[config.mk]
export PLATFORM = sky130hd
export DESIGN_NAME = ascii_duty_line_parser
export DESIGN_NICKNAME = d
export VERILOG_FILES = /design/src/rtl/adlp_pkg.sv /design/src/rtl/ascii_duty_line_parser.sv /design/src/rtl/adlp_line.sv /design/src/rtl/adlp_rsp.sv
export SDC_FILE = /design/constraint.sdc
export NUM_CORES = 1
export LEC_CHECK = 0
export BUFFER_PORTS_ARGS = -buffer_cell sky130_fd_sc_hd__buf_2
export CELL_PAD_IN_SITES_DETAIL_PLACEMENT = 1
export CELL_PAD_IN_SITES_GLOBAL_PLACEMENT = 2
export CORE_MARGIN = 4
export CORE_UTILIZATION = 35
export DETAILED_ROUTE_END_ITERATION = 7
export GPL_TIMING_DRIVEN = 0
export PLACE_DENSITY = 0.76
export SLEW_MARGIN = 20
export SYNTH_ARGS = -nofsm -noshare
export SYNTH_HDL_FRONTEND = slang
export SYNTH_SLANG_ARGS = --single-unit
[constraint.sdc]
create_clock -name clock -period 4.5 [get_ports clock]
set_input_delay 0.45 -clock clock [delete_from_list [all_inputs] [get_ports clock]]
set_output_delay 0.45 -clock clock [all_outputs]
set_load 0.01 [all_outputs]
[src/rtl/adlp_pkg.sv]
// Shared constants and types for the ASCII duty line parser.
package adlp_pkg;

   localparam int unsigned BYTE_W  = 8;
   localparam int unsigned DUTY_W  = 8;
   localparam int unsigned SPEED_W = 11;
   localparam int unsigned MAG_W   = 7;

   localparam logic [BYTE_W-1:0] CHAR_TAB   = 8'h09;
   localparam logic [BYTE_W-1:0] CHAR_LF    = 8'h0A;
   localparam logic [BYTE_W-1:0] CHAR_VT    = 8'h0B;
   localparam logic [BYTE_W-1:0] CHAR_FF    = 8'h0C;
   localparam logic [BYTE_W-1:0] CHAR_CR    = 8'h0D;
   localparam logic [BYTE_W-1:0] CHAR_SPACE = 8'h20;
   localparam logic [BYTE_W-1:0] CHAR_PLUS  = 8'h2B;
   localparam logic [BYTE_W-1:0] CHAR_MINUS = 8'h2D;
   localparam logic [BYTE_W-1:0] CHAR_ZERO  = 8'h30;
   localparam logic [BYTE_W-1:0] CHAR_NINE  = 8'h39;

   localparam logic [MAG_W-1:0] MAG_SAT  = 7'd101;
   localparam logic [MAG_W-1:0] DUTY_MAX = 7'd100;

   // Line-end outcome handed from the line parser to the response stage.
   typedef struct packed {
      logic                     emit;
      logic signed [DUTY_W-1:0] duty;
   } line_result_type;

endpackage

[src/rtl/ascii_duty_line_parser.sv]
// Top level of the ASCII duty line parser.
//
// Usage: feed received command bytes on the req_ channel, one per cycle.
// Each line (ended by CR or LF) is read like atoi: leading blanks are
// skipped, an optional sign, then decimal digits; the first other character
// ends the number. Only the first MAX_LINE_CHARS characters of a line count.
// A non-empty line yields one response on the rsp_ channel carrying the
// duty clamped to -100..100 and the motor speed (duty times ten); an empty
// line yields nothing.
//
// Flow: an accepted byte is registered in the input register; from there it
// updates the line state and, if it ends a line, loads the response
// register that drives rsp_. Throughput: one byte per cycle unless req_stall is high.
// Reset empties the input register and the response register and clears
// the line state.
// When the receiver stalls, the response holds; bytes that do not end a
// line keep flowing, and a line-ending byte waits in the input register
// (stalling req_) until the response slot frees up.
module ascii_duty_line_parser #(
   parameter int unsigned MAX_LINE_CHARS = 31
) (
   input  logic                                 clock,
   input  logic                                 reset,
   input  logic                                 req_valid,
   output logic                                 req_stall,
   input  logic [adlp_pkg::BYTE_W-1:0]          req_rx_byte,
   output logic                                 rsp_valid,
   input  logic                                 rsp_stall,
   output logic signed [adlp_pkg::DUTY_W-1:0]   rsp_duty_percent,
   output logic signed [adlp_pkg::SPEED_W-1:0]  rsp_motor_speed
);

   logic                          in_valid_ff, in_valid_in;
   logic [adlp_pkg::BYTE_W-1:0]   in_byte_ff;
   logic                          in_go;
   logic                          load_rsp;
   adlp_pkg::line_result_type     line_result;

   // Hold the byte only when it ends a line and the response slot is busy.
   assign in_go     = !(line_result.emit && rsp_valid && rsp_stall);
   assign req_stall = in_valid_ff && !in_go;
   assign load_rsp  = line_result.emit && in_go;

   // Refill the input register whenever it is empty or advancing.
   assign in_valid_in = req_stall ? in_valid_ff : req_valid;

   always_ff @(posedge clock) begin
      if (reset) begin
         in_valid_ff <= 1'b0;
      end else begin
         in_valid_ff <= in_valid_in;
      end
      if (!req_stall && req_valid) begin
         in_byte_ff <= req_rx_byte;
      end
   end

   adlp_line #(
      .MAX_LINE_CHARS(MAX_LINE_CHARS)
   ) u_line (
      .clock      (clock),
      .reset      (reset),
      .char_valid (in_valid_ff),
      .char_fire  (in_valid_ff && in_go),
      .char_byte  (in_byte_ff),
      .result     (line_result)
   );

   adlp_rsp u_rsp (
      .clock            (clock),
      .reset            (reset),
      .load             (load_rsp),
      .duty             (line_result.duty),
      .rsp_stall        (rsp_stall),
      .rsp_valid        (rsp_valid),
      .rsp_duty_percent (rsp_duty_percent),
      .rsp_motor_speed  (rsp_motor_speed)
   );

endmodule

[src/rtl/adlp_line.sv]
// Line state tracker: atoi-style parse of one character per request.
module adlp_line #(
   parameter int unsigned MAX_LINE_CHARS = 31
) (
   input  logic                              clock,
   input  logic                              reset,
   input  logic                              char_valid,
   input  logic                              char_fire,
   input  logic [adlp_pkg::BYTE_W-1:0]       char_byte,
   output adlp_pkg::line_result_type         result
);

   localparam int unsigned CNT_W = $clog2(MAX_LINE_CHARS + 1);

   typedef enum logic [1:0] {
      PH_SKIP,
      PH_DIGITS,
      PH_DONE
   } phase_type;

   logic [CNT_W-1:0]           count_ff, count_in;
   phase_type                  phase_ff, phase_in;
   logic                       neg_ff, neg_in;
   logic [adlp_pkg::MAG_W-1:0] mag_ff, mag_in;

   logic                       is_eol, is_blank, is_digit;
   logic [3:0]                 digit;
   logic [9:0]                 mag_sum;
   logic [adlp_pkg::MAG_W-1:0] mag_add, mag_clamped;
   logic [adlp_pkg::DUTY_W-1:0] mag_wide;

   assign is_eol   = (char_byte == adlp_pkg::CHAR_CR) || (char_byte == adlp_pkg::CHAR_LF);
   assign is_blank = (char_byte == adlp_pkg::CHAR_SPACE) || (char_byte == adlp_pkg::CHAR_TAB)
                  || (char_byte == adlp_pkg::CHAR_VT) || (char_byte == adlp_pkg::CHAR_FF);
   assign is_digit = (char_byte >= adlp_pkg::CHAR_ZERO) && (char_byte <= adlp_pkg::CHAR_NINE);
   assign digit    = char_byte[3:0];

   // mag * 10 + digit, saturating
   assign mag_sum = {mag_ff, 3'b000} + {2'b00, mag_ff, 1'b0} + {6'd0, digit};
   assign mag_add = (mag_sum > {3'd0, adlp_pkg::MAG_SAT}) ? adlp_pkg::MAG_SAT
                                                          : mag_sum[adlp_pkg::MAG_W-1:0];

   assign mag_clamped = (mag_ff > adlp_pkg::DUTY_MAX) ? adlp_pkg::DUTY_MAX : mag_ff;
   assign mag_wide    = {1'b0, mag_clamped};

   always_comb begin
      result.emit = char_valid && is_eol && (count_ff != '0);
      result.duty = neg_ff ? -$signed(mag_wide) : $signed(mag_wide);
   end

   always_comb begin
      count_in = count_ff;
      phase_in = phase_ff;
      neg_in   = neg_ff;
      mag_in   = mag_ff;
      if (char_fire) begin
         if (is_eol) begin
            count_in = '0;
            phase_in = PH_SKIP;
            neg_in   = 1'b0;
            mag_in   = '0;
         end else if (count_ff < CNT_W'(MAX_LINE_CHARS)) begin
            count_in = count_ff + 1'b1;
            unique case (phase_ff)
               PH_SKIP: begin
                  if (is_blank) begin
                     phase_in = PH_SKIP;
                  end else if (char_byte == adlp_pkg::CHAR_PLUS) begin
                     phase_in = PH_DIGITS;
                  end else if (char_byte == adlp_pkg::CHAR_MINUS) begin
                     neg_in   = 1'b1;
                     phase_in = PH_DIGITS;
                  end else if (is_digit) begin
                     mag_in   = mag_add;
                     phase_in = PH_DIGITS;
                  end else begin
                     phase_in = PH_DONE;
                  end
               end
               PH_DIGITS: begin
                  if (is_digit) begin
                     mag_in = mag_add;
                  end else begin
                     phase_in = PH_DONE;
                  end
               end
               default: begin
                  phase_in = phase_ff;
               end
            endcase
         end
      end
   end

   always_ff @(posedge clock) begin
      if (reset) begin
         count_ff <= '0;
         phase_ff <= PH_SKIP;
         neg_ff   <= 1'b0;
         mag_ff   <= '0;
      end else begin
         count_ff <= count_in;
         phase_ff <= phase_in;
         neg_ff   <= neg_in;
         mag_ff   <= mag_in;
      end
   end

endmodule

[src/rtl/adlp_rsp.sv]
// Response register: scales duty to speed and holds the result while stalled.
module adlp_rsp (
   input  logic                                  clock,
   input  logic                                  reset,
   input  logic                                  load,
   input  logic signed [adlp_pkg::DUTY_W-1:0]    duty,
   input  logic                                  rsp_stall,
   output logic                                  rsp_valid,
   output logic signed [adlp_pkg::DUTY_W-1:0]    rsp_duty_percent,
   output logic signed [adlp_pkg::SPEED_W-1:0]   rsp_motor_speed
);

   logic                                 valid_ff, valid_in;
   logic signed [adlp_pkg::DUTY_W-1:0]   duty_ff;
   logic signed [adlp_pkg::SPEED_W-1:0]  speed_ff, speed_in, duty_ext;

   // speed = duty * 8 + duty * 2
   assign duty_ext = adlp_pkg::SPEED_W'(duty);
   assign speed_in = (duty_ext <<< 3) + (duty_ext <<< 1);
   assign valid_in = load || (valid_ff && rsp_stall);

   always_ff @(posedge clock) begin
      if (reset) begin
         valid_ff <= 1'b0;
      end else begin
         valid_ff <= valid_in;
      end
      if (load) begin
         duty_ff  <= duty;
         speed_ff <= speed_in;
      end
   end

   assign rsp_valid        = valid_ff;
   assign rsp_duty_percent = duty_ff;
   assign rsp_motor_speed  = speed_ff;

endmodule

# ---- Yosys cells after proc, flatten, opt, wreduce, memory -nomap -nowiden
# Cells that the tools add are included.
dict set report totals {
  register_bits 44
  latchBits 0
  mem_bits_rw 0
  rom_bits 0
  in_bits 12
  output_inout_bits 21
  memories 0
}
dict set report classes {
  addsub 5
  mul 0
  div 0
  n_lt_le_gt_ge 5
  n_eq_ne 15
  shifts 0
  muxes 26
  n_bitwise 0
  reduce_logical 27
}
# op n
set ops {}
lappend ops {{7-bit two-way mux} 8}
lappend ops {{8-bit by 4-bit == test with 1-bit output, second input constant} 5}
lappend ops {{8-bit by 6-bit == test with 1-bit output, second input constant} 3}
lappend ops {{2-bit two-way mux} 7}
lappend ops {{7-bit one-hot mux with 2 select lines} 1}
lappend ops {{3-bit by 2-bit != test with 1-bit output, second input constant} 4}
lappend ops {{6-bit AND reduction} 2}
lappend ops {{11-bit by 9-bit adder with 11-bit output} 1}
lappend ops {{10-bit by 4-bit adder with 10-bit output} 1}
lappend ops {{10-bit by 8-bit adder with 10-bit output} 1}
lappend ops {{10-bit by 7-bit greater-than comparator with 1-bit output, second input constant} 1}
lappend ops {{1-bit logical AND} 10}
lappend ops {{5-bit two-way mux} 2}
lappend ops {{8-bit by 6-bit greater-or-equal comparator with 1-bit output, second input constant} 1}
lappend ops {{8-bit by 6-bit <= comparator with 1-bit output, second input constant} 1}
lappend ops {{8-bit two-way mux} 1}
lappend ops {{7-bit negation with 8-bit output} 1}
lappend ops {{7-bit greater-than comparator, second input constant} 1}
lappend ops {{1-bit two-way mux} 6}
lappend ops {{2-bit nonzero test} 3}
lappend ops {{5-bit by 1-bit adder with 5-bit output, second input constant} 1}
lappend ops {{1-bit logical OR} 5}
lappend ops {{5-bit < comparator, second input constant} 1}
lappend ops {{5-bit nonzero test} 1}
lappend ops {{8 further kinds} 10}

# ---- Depth between registers and ports, before layout
# Gate-level depths: netlist of the first run.
dict set report depth {
  depth_word 11
  ltp_mapped 16
  mapped_depth_nobuf 16
}

# ---- By module
# From an unflattened synthesis of the first run, not the netlist that was laid out.
dict set report hier_totals {
  cells_unflattened 256
  hier_area_um2 2640.0
}
# mod instances cells_per_inst area_per_inst_um2 seq_area_each_um2
set modules_own_cells {}
lappend modules_own_cells {adlp_line 1 187 1554.0 300.3}
lappend modules_own_cells {adlp_rsp 1 52 783.3 500.5}
lappend modules_own_cells {ascii_duty_line_parser 1 17 302.8 260.2}

# ---- Worst setup path after synthesis of the first run
# Ideal clock, no wire load.
dict set report synth_timing {
  path_kind {register to register}
  from {register in_byte_ff[3] (netlist name)}
  to {register u_line.mag_ff[1] (netlist name)}
  setup_ns 0.061
  arrival_ns 3.141
  required_time_ns 4.439
  slack_ns 1.298
  stages_incl_launch_ff 12
  cell_sequence {edfxtp_1 clkbuf_1 inv_1 fa_1 inv_1 ha_1 a211oi_4 o21bai_2 a2111oi_4 mux2_1 nor3_1 a32o_1}
}
dict set report synth_via {
  elab_chain_cells 10
  elab_cells_between_ends 37
}
# element line_no
set synth_lines {}
lappend synth_lines {{start: declaration} ascii_duty_line_parser.sv:34} ;# logic [adlp_pkg::BYTE_W-1:0] in_byte_ff;
lappend synth_lines {{start signal: assignment} ascii_duty_line_parser.sv:54} ;# in_byte_ff <= req_rx_byte;
lappend synth_lines {{10-bit by 4-bit adder with 10-bit output} adlp_line.sv:39} ;# assign mag_sum = {mag_ff, 3'b000} + {2'b00, mag_ff, 1'b0} + {6'd0, digit};
lappend synth_lines {{10-bit by 7-bit greater-than comparator with 1-bit output} adlp_line.sv:40} ;# assign mag_add = (mag_sum > {3'd0, adlp_pkg::MAG_SAT}) ? adlp_pkg::MAG_SAT
lappend synth_lines {{7-bit two-way mux} adlp_line.sv:40}
lappend synth_lines {{7-bit two-way mux} {adlp_line.sv:73, adlp_line.sv:81}}
lappend synth_lines {{7-bit two-way mux} adlp_line.sv:70} ;# end else if (char_byte == adlp_pkg::CHAR_MINUS) begin
lappend synth_lines {{7-bit two-way mux} adlp_line.sv:68} ;# end else if (char_byte == adlp_pkg::CHAR_PLUS) begin
lappend synth_lines {{7-bit two-way mux} adlp_line.sv:66} ;# if (is_blank) begin
lappend synth_lines {{7-bit one-hot mux with 2 select lines} adlp_line.sv:64} ;# unique case (phase_ff)
lappend synth_lines {{7-bit two-way mux} adlp_line.sv:62} ;# end else if (count_ff < CNT_W'(MAX_LINE_CHARS)) begin
lappend synth_lines {{7-bit two-way mux} adlp_line.sv:57} ;# if (is_eol) begin
lappend synth_lines {{end signal: assignment} adlp_line.sv:105} ;# mag_ff <= mag_in;
lappend synth_lines {{end: declaration} adlp_line.sv:24} ;# logic [adlp_pkg::MAG_W-1:0] mag_ff, mag_in;
# Parallel ways exist; a longest one is shown, timed or not. The select of a mux whose other input is x is not followed.
# A chain may end at the register's enable or synchronous reset.

# ---- Worst setup path in the final report of the first run
# Same ends and word-level chain as after synthesis.

==> run metrics, run 1 <==
status complete, no violations; die area 0.009176 mm²; clock skew 2.648 ps; Core Area ~0.0074 mm²; fmax around 280 MHz; ant diodes 0; CP max-delay cell fa_1; CP cell instances clkbuf_1 > inv_1 > fa_1 > inv_1 > ha_1 > a211oi_4 > o21bai_2 > a2111oi_4 > mux2_1 > nor3_1 > a32o_1; Warnings, synthesis 0; post-synthesis area per instance 9.991 µm²; final WL 5.717 mm; I/O Buffers 30; num rows 31; Sw Ratio 0.2386; GRT Util Overall 0.1404; # hold bufs at CTS 0; Worst path max stage delay around 600 ps; DP Worst Slack 980.0 ps; die height 95.79 µm; depth of the CTS H-tree 2; Register Area 0.001061 mm²; GR Overflow Total 0; ANT nets after route 0; fillcell total 873; asr flop ratio synth 0; Cell Pwr Density 230.1 mW/mm²; Worst-Skew Late Latency 290 ps; P_int 0.0005357 W; clock slew at the register clock pins of the worst setup and hold paths 80 ps; DR iter-0 viols 88; Setup Viol. Count Final 0; Setup Crit Path Kind register to register; Root Buffer clkbuf_8; Clock Path Buffers 2; sequential group share of total power 0.584; Leak 1.235 nW; cts repair resizes 0; CTS Sinks between 40 and 50; # IOs 33; Num CTS Buffers 5; post-layout util 0.4149; routed length per instance ~14 µm; CTS tree done; Synth-to-Final Area Change 13.36%; Critical Path AT 3760 ps; first drt pass iteration count 4; Post-synth EDFFs 24; syn_nets between 300 and 400; global-route wire length before repair 10.26 mm; Mapped Area between 0.002 and 0.003 mm²; nets@finish 345; setup bufs post-CTS 0; Pins Over Slew Limit 0; worst hold slack 331.5 ps; vias in the first global route about 2200; maximum fanout along the worst path 8; CP dominant cell by count inv_1; Peak VDD IR 0.0001297 V; Gate power share 0.083; Hold WC Path Type input port to register; setup TNS 0 ps; post-DP HPWL 4.572 mm; RSZ-0062 raised after global routing false; Gate Count Post-Synth 270; Tcrit/Tclk final 0.7819; Critical Path RT 4740 ps; Max Cap Viol 0; crit path time final 3518 ps; slew at the pin closest to its max-slew limit around 860 ps; Synth cell types 62; sequential share of the synthesized area 0.3933; largest net degree at the start of global routing 17; endpoints failing hold 0; clock share of power 0.332; DR vias 2107; top_reg_cell synth edfxtp_1; Psw ~0.00017 W; multi-input logic area 0.001498 mm²; DIE WIDTH 95.79 µm; Worst Setup End Kind register; initial core utilization 0.3660; gpl congestion 0.7358; antenna violations before repair 0; most frequent cells in the layout buf_2, nor2_1, edfxtp_1; via/cell ratio 5.177; most common cell after layout, fill and taps aside buf_2; startpoint type of the worst setup path register; Total Power 0.0007036 W; Final Worst Setup Slack 981.6 ps; layout cell share with drive strength beyond 1 0.2013; DRC viols 0; flip-flop and latch count after synthesis 41; slew margin rel. 0.4265
==> kinds of logic after synthesis <==
logic type | after synthesis | synth area share
buffers and inverters | 32 | 0.05287
xor gates and xnor gates | 15 | 0.04870
AOI/OAI and AO/OA | 68 | 0.1953
DFF | 41 | 0.3933
adders and majority gates | 26 | 0.1289
other | 1 | 0.001390
and+or+nand+nor | 85 | 0.1711
muxes | 2 | 0.008348
==> cells in the mapped netlist, types with 3 or more instances <==
library cell,instances,share of area
a211oi_1,5,0.014
a21oi_1,22,0.041
a32o_1,3,0.011
and3_1,3,0.0070
buf_2,3,0.0056
buf_4,3,0.0083
clkbuf_1,4,0.0056
dfxtp_1,17,0.13
edfxtp_1,24,0.27
fa_1,3,0.022
ha_1,23,0.11
inv_1,21,0.029
nand2_1,15,0.021
nand2b_1,4,0.0093
nand3_1,5,0.0093
nand4_1,4,0.0093
nor2_1,28,0.039
nor2b_1,4,0.0093
nor3_1,5,0.0093
nor3b_1,3,0.0083
o21ai_0,10,0.019
o21ai_1,3,0.0056
xnor2_1,11,0.036
xor2_1,4,0.013
==> stage by stage <==
step	instance area, µm²	std cells
after floorplan	2698	270
after global placement	2972	399
after detailed placement	2975	399
after CTS	3058	407
after global routing	3058	407
final	3058	407
==> critical path, delay by kind of cell (launching register included) <==
family | cells | cell delay, ps
adder cells (fa/ha/maj) | 2 | 930
multiplexers | 1 | 380
AND/OR/NAND/NOR | 1 | 340
buffers and inverters | 3 | 490
flip-flops | 1 | 320
AO/OA/AOI/OAI | 4 | 1010
==> power groups by stage <==
stage	combinational (W)	sequential [W]	clock (W)
after floorplan	0.0000444	0.000418	0
after global placement	0.0000573	0.000420	0
after detailed placement	0.0000587	0.000420	0
after CTS	0.0000594	0.000411	0.000243
after global routing	0.0000663	0.000413	0.000260
final	0.0000586	0.000411	0.000234
==> path summary, 6_finish.rpt <==
check	from	endpoint	slack, ps	cells past startpoint
min reg2reg	u_line.count_ff[1]	u_line.count_ff[1]	530	2
max	in_byte_ff[3]	u_line.mag_ff[1]	980	11
max reg2reg	in_byte_ff[3]	u_line.mag_ff[1]	980	11
min	req_rx_byte[1]	in_byte_ff[1]	330	1
==> routing by layer <==
layer / vias to the layer above / track usage / part of all wire
met5: - / 0 / 0
met4: 0 / 0.04265 / 0.013
met3: 8 / 0.02658 / 0.027
met2: 28 / 0.2415 / 0.50
met1: 1021 / 0.1778 / 0.46
li1: 1050 / - / -
==> final cells by class <==
type                            instances  share of cell area
Clock inverter                          2            0.003273
Sequential cell                        41              0.3470
Timing Repair Buffer                   30             0.04910
Inverter                               21             0.02578
Buffer                                 11             0.02087
Multi-Input combinational cell        197              0.4898
Clock buffer                            6             0.02373
Tap cell                               99             0.04051
==> flip-flops by register name, indices dropped and copies added (netlist names) <==
| signal | count |
|---|---|
| u_rsp.rsp_duty_percent | 8 |
| u_line.neg_ff | 1 |
| in_byte_ff | 8 |
| u_line.count_ff | 5 |
| u_rsp.rsp_valid | 1 |
| u_line.phase_ff | 2 |
| u_line.mag_ff | 7 |
| u_rsp.rsp_motor_speed | 8 |
| in_valid_ff | 1 |
(Power assumes the default switching activity.)
==> run 2, diff against run 1 <==
- CORE_UTILIZATION: 35 -> 34
- PLACE_DENSITY: 0.76 -> 0.77
- clock period: 4.5 -> 3.1 ns (I/O delays scaled with it)
==> run metrics, run 2 (same netlist as run 1, synthesis figures left out) <==
status complete, no violations (unchanged); R2R Setup Slk 160 ps (was 980 ps); GR Overflow Total 0 (unchanged); Cell Pwr Density 319.3 mW/mm² (was 230.1 mW/mm²); num rows 32 (was 31); I/O Buffers 30 (unchanged); vias in the first global route 2236 (was 2248); Placed Cells 402 (was 399); Critical Path RT 3290 ps (was 4740 ps); Hold WC Path Type input port to register (unchanged); DIE WIDTH 97.08 µm (was 95.79 µm); Max Cap Viol 0 (unchanged); nets@finish 351 (was 345); post-placement cell area 0.002980 mm² (was 0.002975 mm²); Leak 1.295 nW (was 1.235 nW); global-route wire length before repair 10.45 mm (was 10.26 mm); design area 0.003222 mm² (was 0.003058 mm²); sequential group share of total power 0.580 (was 0.584); routed length per instance 13.97 µm (was 14.05 µm); largest net degree at the start of global routing 17 (unchanged); Core Area 0.007727 mm² (was 0.007370 mm²); # IOs 33 (unchanged); most frequent cells in the layout buf_2, nor2_1, edfxtp_1 (unchanged); Clock Path Buffers 2 (unchanged); startpoint type of the worst setup path register (unchanged); most common cell after layout, fill and taps aside buf_2 (unchanged); Setup Viol. Count Final 0 (unchanged); Peak VDD IR 0.0001995 V (was 0.0001297 V); final WL 5.812 mm (was 5.717 mm); initial core utilization 0.3491 (was 0.3660); post-layout util 0.4169 (was 0.4149); GRT Util Overall 0.1320 (was 0.1404); antenna violations before repair 0 (unchanged); Psw 0.0002474 W (was 0.0001679 W); CP max-delay cell or4b_2 (was fa_1); via/cell ratio 5.173 (was 5.177); crit path time final 2944 ps (was 3518 ps); reg-to-reg startpoint in_byte_ff[3] (unchanged); hold path cells 1 (unchanged); maximum fanout along the worst path 3 (was 8); DR iter-0 viols 76 (was 88); DRC viols 0 (unchanged); clock skew 5.138 ps (was 2.648 ps); Num CTS Buffers 5 (unchanged); clock share of power 0.332 (about the same); slew at the pin closest to its max-slew limit 858.9 ps (was 860.3 ps); post-DP HPWL 4.500 mm (was 4.572 mm); layout cell share with drive strength beyond 1 0.2898 (was 0.2013); Synth-to-Final Area Change 19.43% (was 13.36%); Gate power share 0.088 (was 0.083); Total Power 0.001029 W (was 0.0007036 W); Setup Crit Path Kind register to register (unchanged); die area 0.009424 mm² (was 0.009176 mm²); first drt pass iteration count 4 (unchanged); clock slew at the register clock pins of the worst setup and hold paths 80 ps (about the same); P_int 0.0007815 W (was 0.0005357 W); worst r2r dst u_line.mag_ff[3] (was u_line.mag_ff[1]); Worst Hold Path EP in_byte_ff[2] (was in_byte_ff[1]); Critical Path AT 3130 ps (was 3760 ps); CTS tree done (unchanged); Worst Setup End Kind register (unchanged); DR vias 2152 (was 2107); Final Worst Setup Slack 155.9 ps (was 981.6 ps); Sw Ratio 0.2404 (was 0.2386); ant diodes 0 (unchanged); hold path start req_rx_byte[2] (was req_rx_byte[1]); ANT nets after route 0 (unchanged); Tcrit/Tclk final 0.9497 (was 0.7819); Worst-Skew Late Latency 290 ps (about the same); reg2reg path depth 12 (was 11); die height 97.08 µm (was 95.79 µm); Pins Over Slew Limit 0 (unchanged); Worst path max stage delay 620 ps (was 610 ps); CTS Sinks 41 (unchanged); fin cells 416 (was 407); endpoints failing hold 0 (unchanged); Root Buffer clkbuf_8 (unchanged); slew margin rel. 0.4274 (was 0.4265); DP Worst Slack -287.1 ps (was 980.0 ps); gpl congestion 0.7221 (was 0.7358); CP cell instances buf_8 > inv_1 > fa_1 > inv_2 > ha_4 > a211oi_4 > buf_4 > or4b_2 > nand4_1 > a31o_2 > nor3_4 > a32o_1 (was clkbuf_1 > inv_1 > fa_1 > inv_1 > ha_1 > a211oi_4 > o21bai_2 > a2111oi_4 > mux2_1 > nor3_1 > a32o_1); fmax 339.7 MHz (was 284.2 MHz); depth of the CTS H-tree 2 (unchanged)
[run 2: changes by cell type in the layout (fill, tap and decap cells not counted), sizes merged]
| cell | before | now |
|---|---|---|
| clkbuf | 10 | 8 |
| buf | 37 | 45 |
[run 2: worst max path at each step]
| stage | cells after the start | slack [ps] | startpoint | endpoint |
|---|---|---|---|---|
| after floorplan | 11 | 20 | in_byte_ff[3] | u_line.mag_ff[1] |
| after global routing | 11 | -30 | in_byte_ff[3] | u_line.mag_ff[2] |
| final | 12 | 160 | in_byte_ff[3] | u_line.mag_ff[3] |
| after detailed placement | 11 | -290 | in_byte_ff[3] | u_line.mag_ff[3] |
| after CTS | 10 | -0.8 | in_byte_ff[3] | u_line.mag_ff[3] |
| after global placement | 11 | -270 | in_byte_ff[3] | u_line.mag_ff[4] |
[run 2: area by class of cell]
| type | count | area [µm²] |
|---|---|---|
| buffer | 10 | 71.32 |
| clock buffer | 6 | 72.57 |
| clock inverter | 2 | 10.01 |
| fill | 899 | 4506 |
| inverter | 21 | 78.83 |
| multi-input combinational | 197 | 1589 |
| sequential | 41 | 1070 |
| tap | 102 | 127.6 |
| timing repair buffer | 37 | 202.7 |
[run 2: per-stage QoR]
step | TNS (ps) | hold slack, ps
floorplan | 0 | 408.9
global placement | -1410 | 486.3
detailed placement | -1717 | 488.9
CTS | -0.8240 | 179.9
global route | -98.93 | 171.2
finish | 0 | 187.3
[run 2: power groups by stage]
stage | clock [W] | combinational [W] | sequential (W)
6_report | 0.000342 | 0.0000902 | 0.000597
5_1_grt | 0.000386 | 0.000102 | 0.000599
4_1_cts | 0.000360 | 0.0000874 | 0.000597
3_5_place_dp | 0 | 0.0000853 | 0.000610
3_3_place_gp | 0 | 0.0000830 | 0.000609
2_1_floorplan | 0 | 0.0000648 | 0.000606
[run 2: what timing repair did]
item | in CTS | in global routing
buffers inserted | 2 | 5
pin swaps | 3 | 12
endpoints found under the setup margin | 8 | 11
gates resized for setup | 16 | 16
hold endpoints to repair | 0 | 0
hold buffers | 0 | 0
[run 2: metal layers]
layer  GRT usage  vias up  routed length, µm
met5           0        -                  0
met4     0.03564        0                 68
met3     0.02943        8                219
met2      0.2213       34               2834
met1      0.1715     1044               2691
li1            -     1066                  -
[run 2: critical path, delay by kind of cell (launching register included)]
kind | cells | cell delay [ps]
adder cells (fa/ha/maj) | 2 | 870
AND/OR/NAND/NOR | 3 | 790
AO/OA/AOI/OAI | 3 | 470
flip-flops | 1 | 360
buffers and inverters | 4 | 350
